==> src/rtl/core/slpm_pkg.sv <==
// ----------------------------------------------------------------------------
// slpm_pkg
// Shared types, codes and the character class function of the step list
// prefix matcher.
// ----------------------------------------------------------------------------
package slpm_pkg;

    // sizes
    localparam int SLPM_MAX_STEPS = 8;
    localparam int NUM_STEP_REGS  = 8;
    localparam int STEP_WORD_W    = 11;
    localparam int CFG_ADDR_W     = 5;
    localparam int CFG_DATA_W     = 32;
    localparam int STEP_IDX_W     = 4;

    // step kinds
    localparam logic [2:0] KIND_END   = 3'd0;
    localparam logic [2:0] KIND_LIT   = 3'd1;
    localparam logic [2:0] KIND_PEEK  = 3'd2;
    localparam logic [2:0] KIND_OPT   = 3'd3;
    localparam logic [2:0] KIND_ANY   = 3'd4;
    localparam logic [2:0] KIND_CLASS = 3'd5;
    localparam logic [2:0] KIND_SKIP  = 3'd6;

    // match status codes
    localparam logic [1:0] ST_UNDECIDED = 2'd0;
    localparam logic [1:0] ST_MATCH     = 2'd1;
    localparam logic [1:0] ST_FAIL      = 2'd2;

    // character class codes
    localparam logic [7:0] CLS_DIGIT  = 8'd0;
    localparam logic [7:0] CLS_ALNUM  = 8'd1;
    localparam logic [7:0] CLS_SPACE  = 8'd2;
    localparam logic [7:0] CLS_CNTRL  = 8'd3;
    localparam logic [7:0] CLS_LOWER  = 8'd4;
    localparam logic [7:0] CLS_GRAPH  = 8'd5;
    localparam logic [7:0] CLS_PRINT  = 8'd6;
    localparam logic [7:0] CLS_PUNCT  = 8'd7;
    localparam logic [7:0] CLS_XDIGIT = 8'd8;
    localparam logic [7:0] CLS_UPPER  = 8'd9;
    localparam logic [7:0] CLS_ALPHA  = 8'd10;

    localparam logic [7:0] NUL_BYTE = 8'h00;

    typedef logic [STEP_WORD_W-1:0] t_step_word;

    typedef struct packed {
        logic [7:0] text_byte;
        logic       string_start;
    } t_in_item;

    typedef struct packed {
        logic [1:0]            match_status;
        logic [STEP_IDX_W-1:0] step_reached;
    } t_out_item;

    // where the token ends inside a cell and with what verdict
    typedef struct packed {
        logic stop;
        logic match;
        logic fail;
    } t_cell_flags;

    // C locale classes, upper half belongs to no class
    function automatic logic in_class(input logic [7:0] cls, input logic [7:0] b);
        logic dig, up, lo, al, graph, hexl;
        logic res;
        dig   = (b >= 8'h30) && (b <= 8'h39);
        up    = (b >= 8'h41) && (b <= 8'h5A);
        lo    = (b >= 8'h61) && (b <= 8'h7A);
        al    = up || lo;
        graph = (b >= 8'h21) && (b <= 8'h7E);
        hexl  = ((b >= 8'h61) && (b <= 8'h66)) || ((b >= 8'h41) && (b <= 8'h46));
        case (cls)
            CLS_DIGIT:  res = dig;
            CLS_ALNUM:  res = al || dig;
            CLS_SPACE:  res = (b == 8'h20) || ((b >= 8'h09) && (b <= 8'h0D));
            CLS_CNTRL:  res = (b < 8'h20) || (b == 8'h7F);
            CLS_LOWER:  res = lo;
            CLS_GRAPH:  res = graph;
            CLS_PRINT:  res = (b >= 8'h20) && (b <= 8'h7E);
            CLS_PUNCT:  res = graph && !(al || dig);
            CLS_XDIGIT: res = dig || hexl;
            CLS_UPPER:  res = up;
            CLS_ALPHA:  res = al;
            default:    res = 1'b0;
        endcase
        return res;
    endfunction

endpackage

==> src/rtl/core/step_list_prefix_matcher_core.sv <==
// ----------------------------------------------------------------------------
// step_list_prefix_matcher_core
// Anchored prefix matcher over a configured list of steps.
// ----------------------------------------------------------------------------
// While the consumer is ready, the block takes one string byte per clock
// cycle and returns one result per byte: the match status and the step
// reached after that byte. Every byte is resolved in the cycle it is accepted,
// since a one-hot token runs through a row of step cells in which zero-width
// steps pass it on within the cycle; the result then sits in an output
// register. The step words are written over the APB port; the user must
// write them only while no string is in flight, the block does not enforce it.
module step_list_prefix_matcher_core #(
    parameter int MAX_STEPS = slpm_pkg::SLPM_MAX_STEPS
) (
    input  logic                            i_clk,
    input  logic                            i_rst_n,
    // byte input channel
    input  logic                            i_in_valid,
    output logic                            o_in_ready,
    input  slpm_pkg::t_in_item              i_in_data,
    // result channel
    output logic                            o_out_valid,
    input  logic                            i_out_ready,
    output slpm_pkg::t_out_item             o_out_data,
    // configuration port
    input  logic                            psel,
    input  logic                            penable,
    input  logic                            pwrite,
    input  logic [slpm_pkg::CFG_ADDR_W-1:0] paddr,
    input  logic [slpm_pkg::CFG_DATA_W-1:0] pwdata,
    output logic [slpm_pkg::CFG_DATA_W-1:0] prdata,
    output logic                            pready
);
    import slpm_pkg::*;

    localparam int REG_IDX_W = $clog2(NUM_STEP_REGS);

    t_step_word             r_step [NUM_STEP_REGS];
    logic [MAX_STEPS:0]     r_active;
    logic [1:0]             r_status;
    logic                   r_out_valid;
    t_out_item              r_out_data;

    logic [MAX_STEPS:0]     n_active;
    logic [1:0]             n_status;
    t_out_item              n_out_data;

    logic                   w_in_fire;
    logic                   w_cfg_wr;
    logic [REG_IDX_W-1:0]   w_reg_idx;
    logic [MAX_STEPS:0]     w_start;
    logic [1:0]             w_status;
    logic [MAX_STEPS:0]     w_pass;
    logic [MAX_STEPS:0]     w_cons;
    t_cell_flags            w_flag [MAX_STEPS+1];
    logic [MAX_STEPS:0]     w_stops;
    logic                   w_any_match;
    logic                   w_any_fail;
    logic [STEP_IDX_W-1:0]  w_idx;

    // configuration register file
    assign pready    = 1'b1;
    assign w_reg_idx = paddr[REG_IDX_W+1:2];
    assign w_cfg_wr  = psel & penable & pwrite;
    assign prdata    = CFG_DATA_W'(r_step[w_reg_idx]);

    always_ff @(posedge i_clk) begin
        if (!i_rst_n) begin
            for (int k = 0; k < NUM_STEP_REGS; k++) begin
                r_step[k] <= '0;
            end
        end else if (w_cfg_wr) begin
            r_step[w_reg_idx] <= pwdata[STEP_WORD_W-1:0];
        end
    end

    // handshake: output register, refilled as it drains
    assign o_in_ready  = !r_out_valid || i_out_ready;
    assign w_in_fire   = i_in_valid && o_in_ready;
    assign o_out_valid = r_out_valid;
    assign o_out_data  = r_out_data;

    // starting point for this byte, a new string restarts at step 0
    always_comb begin
        w_start  = r_active;
        w_status = r_status;
        if (i_in_data.string_start) begin
            w_start  = (MAX_STEPS+1)'(1);
            w_status = ST_UNDECIDED;
        end
    end

    // row of step cells
    assign w_pass[0] = 1'b0;
    assign w_cons[0] = 1'b0;

    for (genvar g = 0; g < MAX_STEPS; g++) begin : g_cell
        slpm_cell u_cell (
            .i_word   (r_step[g]),
            .i_byte   (i_in_data.text_byte),
            .i_active (w_start[g]),
            .i_pass   (w_pass[g]),
            .i_cons   (w_cons[g]),
            .o_pass   (w_pass[g+1]),
            .o_cons   (w_cons[g+1]),
            .o_flags  (w_flag[g])
        );
    end

    // running off the list counts as an end step
    always_comb begin
        w_flag[MAX_STEPS].stop  = w_start[MAX_STEPS] | w_pass[MAX_STEPS] | w_cons[MAX_STEPS];
        w_flag[MAX_STEPS].match = w_flag[MAX_STEPS].stop;
        w_flag[MAX_STEPS].fail  = 1'b0;
    end

    // collect where the token stopped and the verdict
    always_comb begin
        w_any_match = 1'b0;
        w_any_fail  = 1'b0;
        for (int k = 0; k <= MAX_STEPS; k++) begin
            w_stops[k]  = w_flag[k].stop;
            w_any_match = w_any_match | w_flag[k].match;
            w_any_fail  = w_any_fail | w_flag[k].fail;
        end
    end

    // next state, a verdict latches until the next string
    always_comb begin
        n_active = w_start;
        n_status = w_status;
        if (w_status == ST_UNDECIDED) begin
            n_active = w_stops;
            if (w_any_match) begin
                n_status = ST_MATCH;
            end else if (w_any_fail || (i_in_data.text_byte == NUL_BYTE)) begin
                n_status = ST_FAIL;
            end
        end
    end

    // one-hot step to index
    always_comb begin
        w_idx = '0;
        for (int k = 0; k <= MAX_STEPS; k++) begin
            if (n_active[k]) begin
                w_idx = w_idx | STEP_IDX_W'(k);
            end
        end
    end

    always_comb begin
        n_out_data.match_status = n_status;
        n_out_data.step_reached = w_idx;
    end

    // state and result registers
    always_ff @(posedge i_clk) begin
        if (!i_rst_n) begin
            r_active    <= (MAX_STEPS+1)'(1);
            r_status    <= ST_UNDECIDED;
            r_out_valid <= 1'b0;
        end else begin
            if (w_in_fire) begin
                r_active <= n_active;
                r_status <= n_status;
            end
            if (o_in_ready) begin
                r_out_valid <= i_in_valid;
            end
        end
    end

    always_ff @(posedge i_clk) begin
        if (w_in_fire) begin
            r_out_data <= n_out_data;
        end
    end

endmodule

==> src/rtl/core/slpm_cell.sv <==
// ----------------------------------------------------------------------------
// slpm_cell
// One step of the list: takes the match token from its left neighbor or from
// its own active bit, judges the byte and hands the token to the right.
// ----------------------------------------------------------------------------
module slpm_cell (
    input  slpm_pkg::t_step_word  i_word,
    input  logic [7:0]            i_byte,
    input  logic                  i_active,
    input  logic                  i_pass,
    input  logic                  i_cons,
    output logic                  o_pass,
    output logic                  o_cons,
    output slpm_pkg::t_cell_flags o_flags
);
    import slpm_pkg::*;

    logic [2:0] w_kind;
    logic [7:0] w_opnd;
    logic       w_arr;
    logic       w_eq;
    logic       w_cls;
    logic       w_zero;

    assign w_kind = i_word[10:8];
    assign w_opnd = i_word[7:0];
    assign w_arr  = i_active | i_pass;
    assign w_eq   = (i_byte == w_opnd);
    assign w_cls  = in_class(w_opnd, i_byte);
    assign w_zero = (i_byte == NUL_BYTE);

    // step evaluation
    always_comb begin
        o_pass  = 1'b0;
        o_cons  = 1'b0;
        o_flags = '0;
        if (i_cons) begin
            // byte already used up: stop here, or match on an end step
            o_flags.stop  = 1'b1;
            o_flags.match = (w_kind == KIND_END);
        end else if (w_arr) begin
            case (w_kind)
                KIND_END: begin
                    o_flags.stop  = 1'b1;
                    o_flags.match = 1'b1;
                end
                KIND_LIT: begin
                    o_cons       = w_eq;
                    o_flags.stop = !w_eq;
                    o_flags.fail = !w_eq;
                end
                KIND_PEEK: begin
                    o_pass       = w_eq;
                    o_flags.stop = !w_eq;
                    o_flags.fail = !w_eq;
                end
                KIND_OPT: begin
                    o_cons = w_eq;
                    o_pass = !w_eq;
                end
                KIND_ANY: begin
                    o_cons       = !w_zero;
                    o_flags.stop = w_zero;
                    o_flags.fail = w_zero;
                end
                KIND_CLASS: begin
                    o_cons       = w_cls;
                    o_flags.stop = !w_cls;
                    o_flags.fail = !w_cls;
                end
                KIND_SKIP: begin
                    // out-of-class bytes are eaten and the step stays
                    o_cons       = w_cls;
                    o_flags.stop = !w_cls;
                    o_flags.fail = !w_cls && w_zero;
                end
                default: begin
                    o_flags.stop = 1'b1;
                    o_flags.fail = 1'b1;
                end
            endcase
        end
    end

endmodule

==> config.mk <==
export PLATFORM = sky130hd
export DESIGN_NAME = step_list_prefix_matcher_core
export DESIGN_NICKNAME = d
export VERILOG_FILES = /design/src/rtl/core/slpm_pkg.sv /design/src/rtl/core/step_list_prefix_matcher_core.sv /design/src/rtl/core/slpm_cell.sv
export SDC_FILE = /design/constraint.sdc
export NUM_CORES = 1
export LEC_CHECK = 0
export ABC_AREA = 1
export BUFFER_PORTS_ARGS = -buffer_cell sky130_fd_sc_hd__buf_2
export CELL_PAD_IN_SITES_DETAIL_PLACEMENT = 1
export CELL_PAD_IN_SITES_GLOBAL_PLACEMENT = 1
export CORE_MARGIN = 2
export CORE_UTILIZATION = 39
export DETAILED_ROUTE_END_ITERATION = 16
export PLACE_DENSITY_LB_ADDON = 0.15
export SLEW_MARGIN = 25
export SYNTH_ARGS = -nofsm -noshare
export SYNTH_HDL_FRONTEND = slang
export SYNTH_HIERARCHICAL = 1
export SYNTH_SLANG_ARGS = --single-unit
==> constraint.sdc <==
create_clock -name i_clk -period 4.5 [get_ports i_clk]
set_input_delay 0.225 -clock i_clk [delete_from_list [all_inputs] [get_ports i_clk]]
set_output_delay 0.225 -clock i_clk [all_outputs]
set_load 0.01 [all_outputs]
==> results.yml <==
timing:
  worst_slew_pin_slew_ns: 0.6561
  clock_skew_ns: 0.02161
  holdWs_ns: 0.1917
  finalCriticalPeriod_ns: 5.595
  period_share_pct: 124.3
  final-setup-viol-count: 12
  max_freq_ghz: 0.1787
  relSlewSlack_pct: 56.15
  maxSlewViolCount: 0
  hold_viol_final: 0
  fin_tns_setup_ns: -9.998
  layout_setup_ws_ns: -1.095
  grt_setup_unrepaired: "yes"
logic_synthesis:
  synth_warnings: 6
  synthArstFlopShare_pct: 0
  netlist_instances: 2038
  synth_top_area_cell: "edfxtp_1"
  synth_top_area_share_pct: 23.35
  yosysUniqueCellTypes: 42
  yosysSeqAreaShare_pct: 25.34
  synth_area_sq_um: 12090
  synth_edf_count: 94
  syn_area_per_cell_sq_um: 5.931
  synth_commonest_cells: "nand2_1, nor2_1, inv_1"
  synth_area_leaders: "edfxtp_1, nand2_1, nor2_1"
  yosysMostFrequentCell: "nand2_1"
  ys_seq_elements: 106
  ys.flop_type: "edfxtp_1"
detailed_routing:
  ant_nets: 0
  wl_per_cell_um: 19.21
  first_pass_iters: 5
  drc: 0
  wl_um: 52480
  vias: 14620
  avgViaCountPerCell: 5.353
  drt_iter0_markers: 966
clock_network:
  clkSlewWorstSetupHoldPaths_ns: 0.08
  cts-root-buf: "clkbuf_16"
  clk_path_buf_depth: 2
  clock-sinks: 106
  cts_tree: "built"
  cts_hold_buf: 0
  clk_latency_ns: 0.37
  cts_buffers: 9
  cts_max_level: 3
power_and_ir_drop:
  swShare_pct: 37.09
  p_switching_uw: 1116
  p_leak_uw: 0.007587
  internal-power_uw: 1892
  seq_power_share_pct: 40.1
  clockPowerShare_pct: 26.4
  max-vdd-ir-drop_mv: 0.1641
  p_comb_share_pct: 33.6
  power_density_nw_per_um2: 200.1
job:
  max_cap_viol_count: 0
critical_path:
  critPathMaxStageDelay_ns: 0.48
  endpoint_kind: "flip-flop"
  path_delay_family: "simple AND/OR/NAND/NOR gates"
  path_buf_inv: 1
  setup.worst_path.start_class: "flip-flop"
  cp.required_ns: 4.63
  critPathSlowestCell: "edfxtp_1"
  arrival_ns: 5.72
  critPathMaxFanout: 3
  path_class: "flip-flop to flip-flop"
placement:
  dp.final_hpwl_um: 42600
  port_buffers: 48
  placed_cell_area_sq_um: 14350
  dp_worst_setup_slack_ns: -1.654
  place_congestion: 0.9716
hold_path:
  worstHoldPathType: "input pin to flip-flop"
grt:
  antenna_found_initial: 0
  grt_pass1_vias: 14780
  gr-usage-met2_pct: 53.52
  grt_max_degree: 22
  gr-usage-met1_pct: 42.29
  use_met3_pct: 4.285
  grt_pass1_wl_um: 81380
  grt_overflow_total: 0
  grt.busiest_layer: "met2"
  track_usage_pct: 31.89
layout:
  drive_above_1_share_pct: 24.24
  fin_util_pct: 49.14
  design_area_sq_um: 15030
  nets: 2383
  area_growth_pct: 24.36
floorplan:
  core_sq_um: 30590
  start_util_pct: 39.52
  rows: 64
  dieArea_sq_um: 32420
  die_h_um: 180.1
  ioPinCount: 94
  die_x_um: 180.1
run_status:
  failed_checks: "setup timing"
  status: "finished with violations"
==> state kept, by name (all words and copies together), names as in the netlist <==
name and cells:
r_status 2, o_out_valid 1, r_step 88, o_out_data 6
r_active 9
==> final timing paths <==
check / startpoint / to / slack [ns] / cells after the start
min: i_out_ready / o_out_valid / 0.19 / 4
max reg2reg: r_step[0][6] / o_out_data[5] / -1.09 / 40
min reg2reg: r_active[0] / r_active[0] / 0.51 / 2
max: r_step[0][6] / o_out_data[5] / -1.09 / 40
==> power by group through the flow <==
stage	Sequential [uW]	Combinational [uW]	Clock, uW
after detailed placement	1220	960	0
after global placement	1220	934	0
after floorplan	1200	540	0
after CTS	1200	975	790
final	1210	1010	793
after global routing	1210	1110	828
==> layout make-up <==
| class | instances | area, sq um |
|---|---|---|
| diodes | 1 | 2.502 |
| inverters | 249 | 944.7 |
| repair buffers | 305 | 2243 |
| clock buffers | 12 | 250.2 |
| fillers | 4313 | 15560 |
| flip-flops and latches | 106 | 3063 |
| clock inverters | 4 | 32.53 |
| well taps | 396 | 495.5 |
| multi-input cells | 1659 | 8000 |
==> cell families (layout without fill, tap and decap cells) <==
group | count (synthesis) | in the layout | synth area share [%]
DFF | 106 | 106 | 25.34
other | 2 | 28 | 0.06213
buffers and inverters | 298 | 570 | 11.37
AOI/OAI and AO/OA | 202 | 202 | 10.30
xor gates and xnor gates | 32 | 32 | 2.319
and+or+nand+nor | 1398 | 1398 | 50.62
==> tightest hold or removal path: stages <==
cell     delay, ns
buf_2         0.07
inv_1         0.03
nand2_1       0.09
a21oi_1       0.08
==> routing by layer <==
metal | up-vias | part of all wire, %
met5 | - | 0
met4 | 0 | 3.7
met3 | 101 | 5.5
met2 | 407 | 47
met1 | 7058 | 44
li1 | 7058 | -
==> stage by stage <==
| stage | instances | power [uW] |
|---|---|---|
| after global placement | 2697 | 2154 |
| after CTS | 2724 | 2967 |
| after detailed placement | 2697 | 2184 |
| final | 2732 | 3008 |
| after floorplan | 2063 | 1743 |
| after global routing | 2731 | 3145 |
==> cells in the final DEF, fill, tap and decap left out, types with 37 or more instances in the layout <==
cell / instances
buf_4: 249
buf_2: 48
nand2_1: 622
nand3_1: 142
inv_1: 207
nand2_2: 79
nand4_1: 41
a21oi_1: 80
nor2_1: 394
edfxtp_1: 94
inv_2: 37
==> repair_timing <==
item | 4_1_cts | 5_1_grt
endpoints found under the hold margin | 0 | 0
pin swaps | 16 | 22
cloned | 0 | 0
gates resized for setup | 27 | 41
setup buffers | 12 | 10
endpoints found under the setup margin | 12 | 12
(Power assumes the default switching activity.)
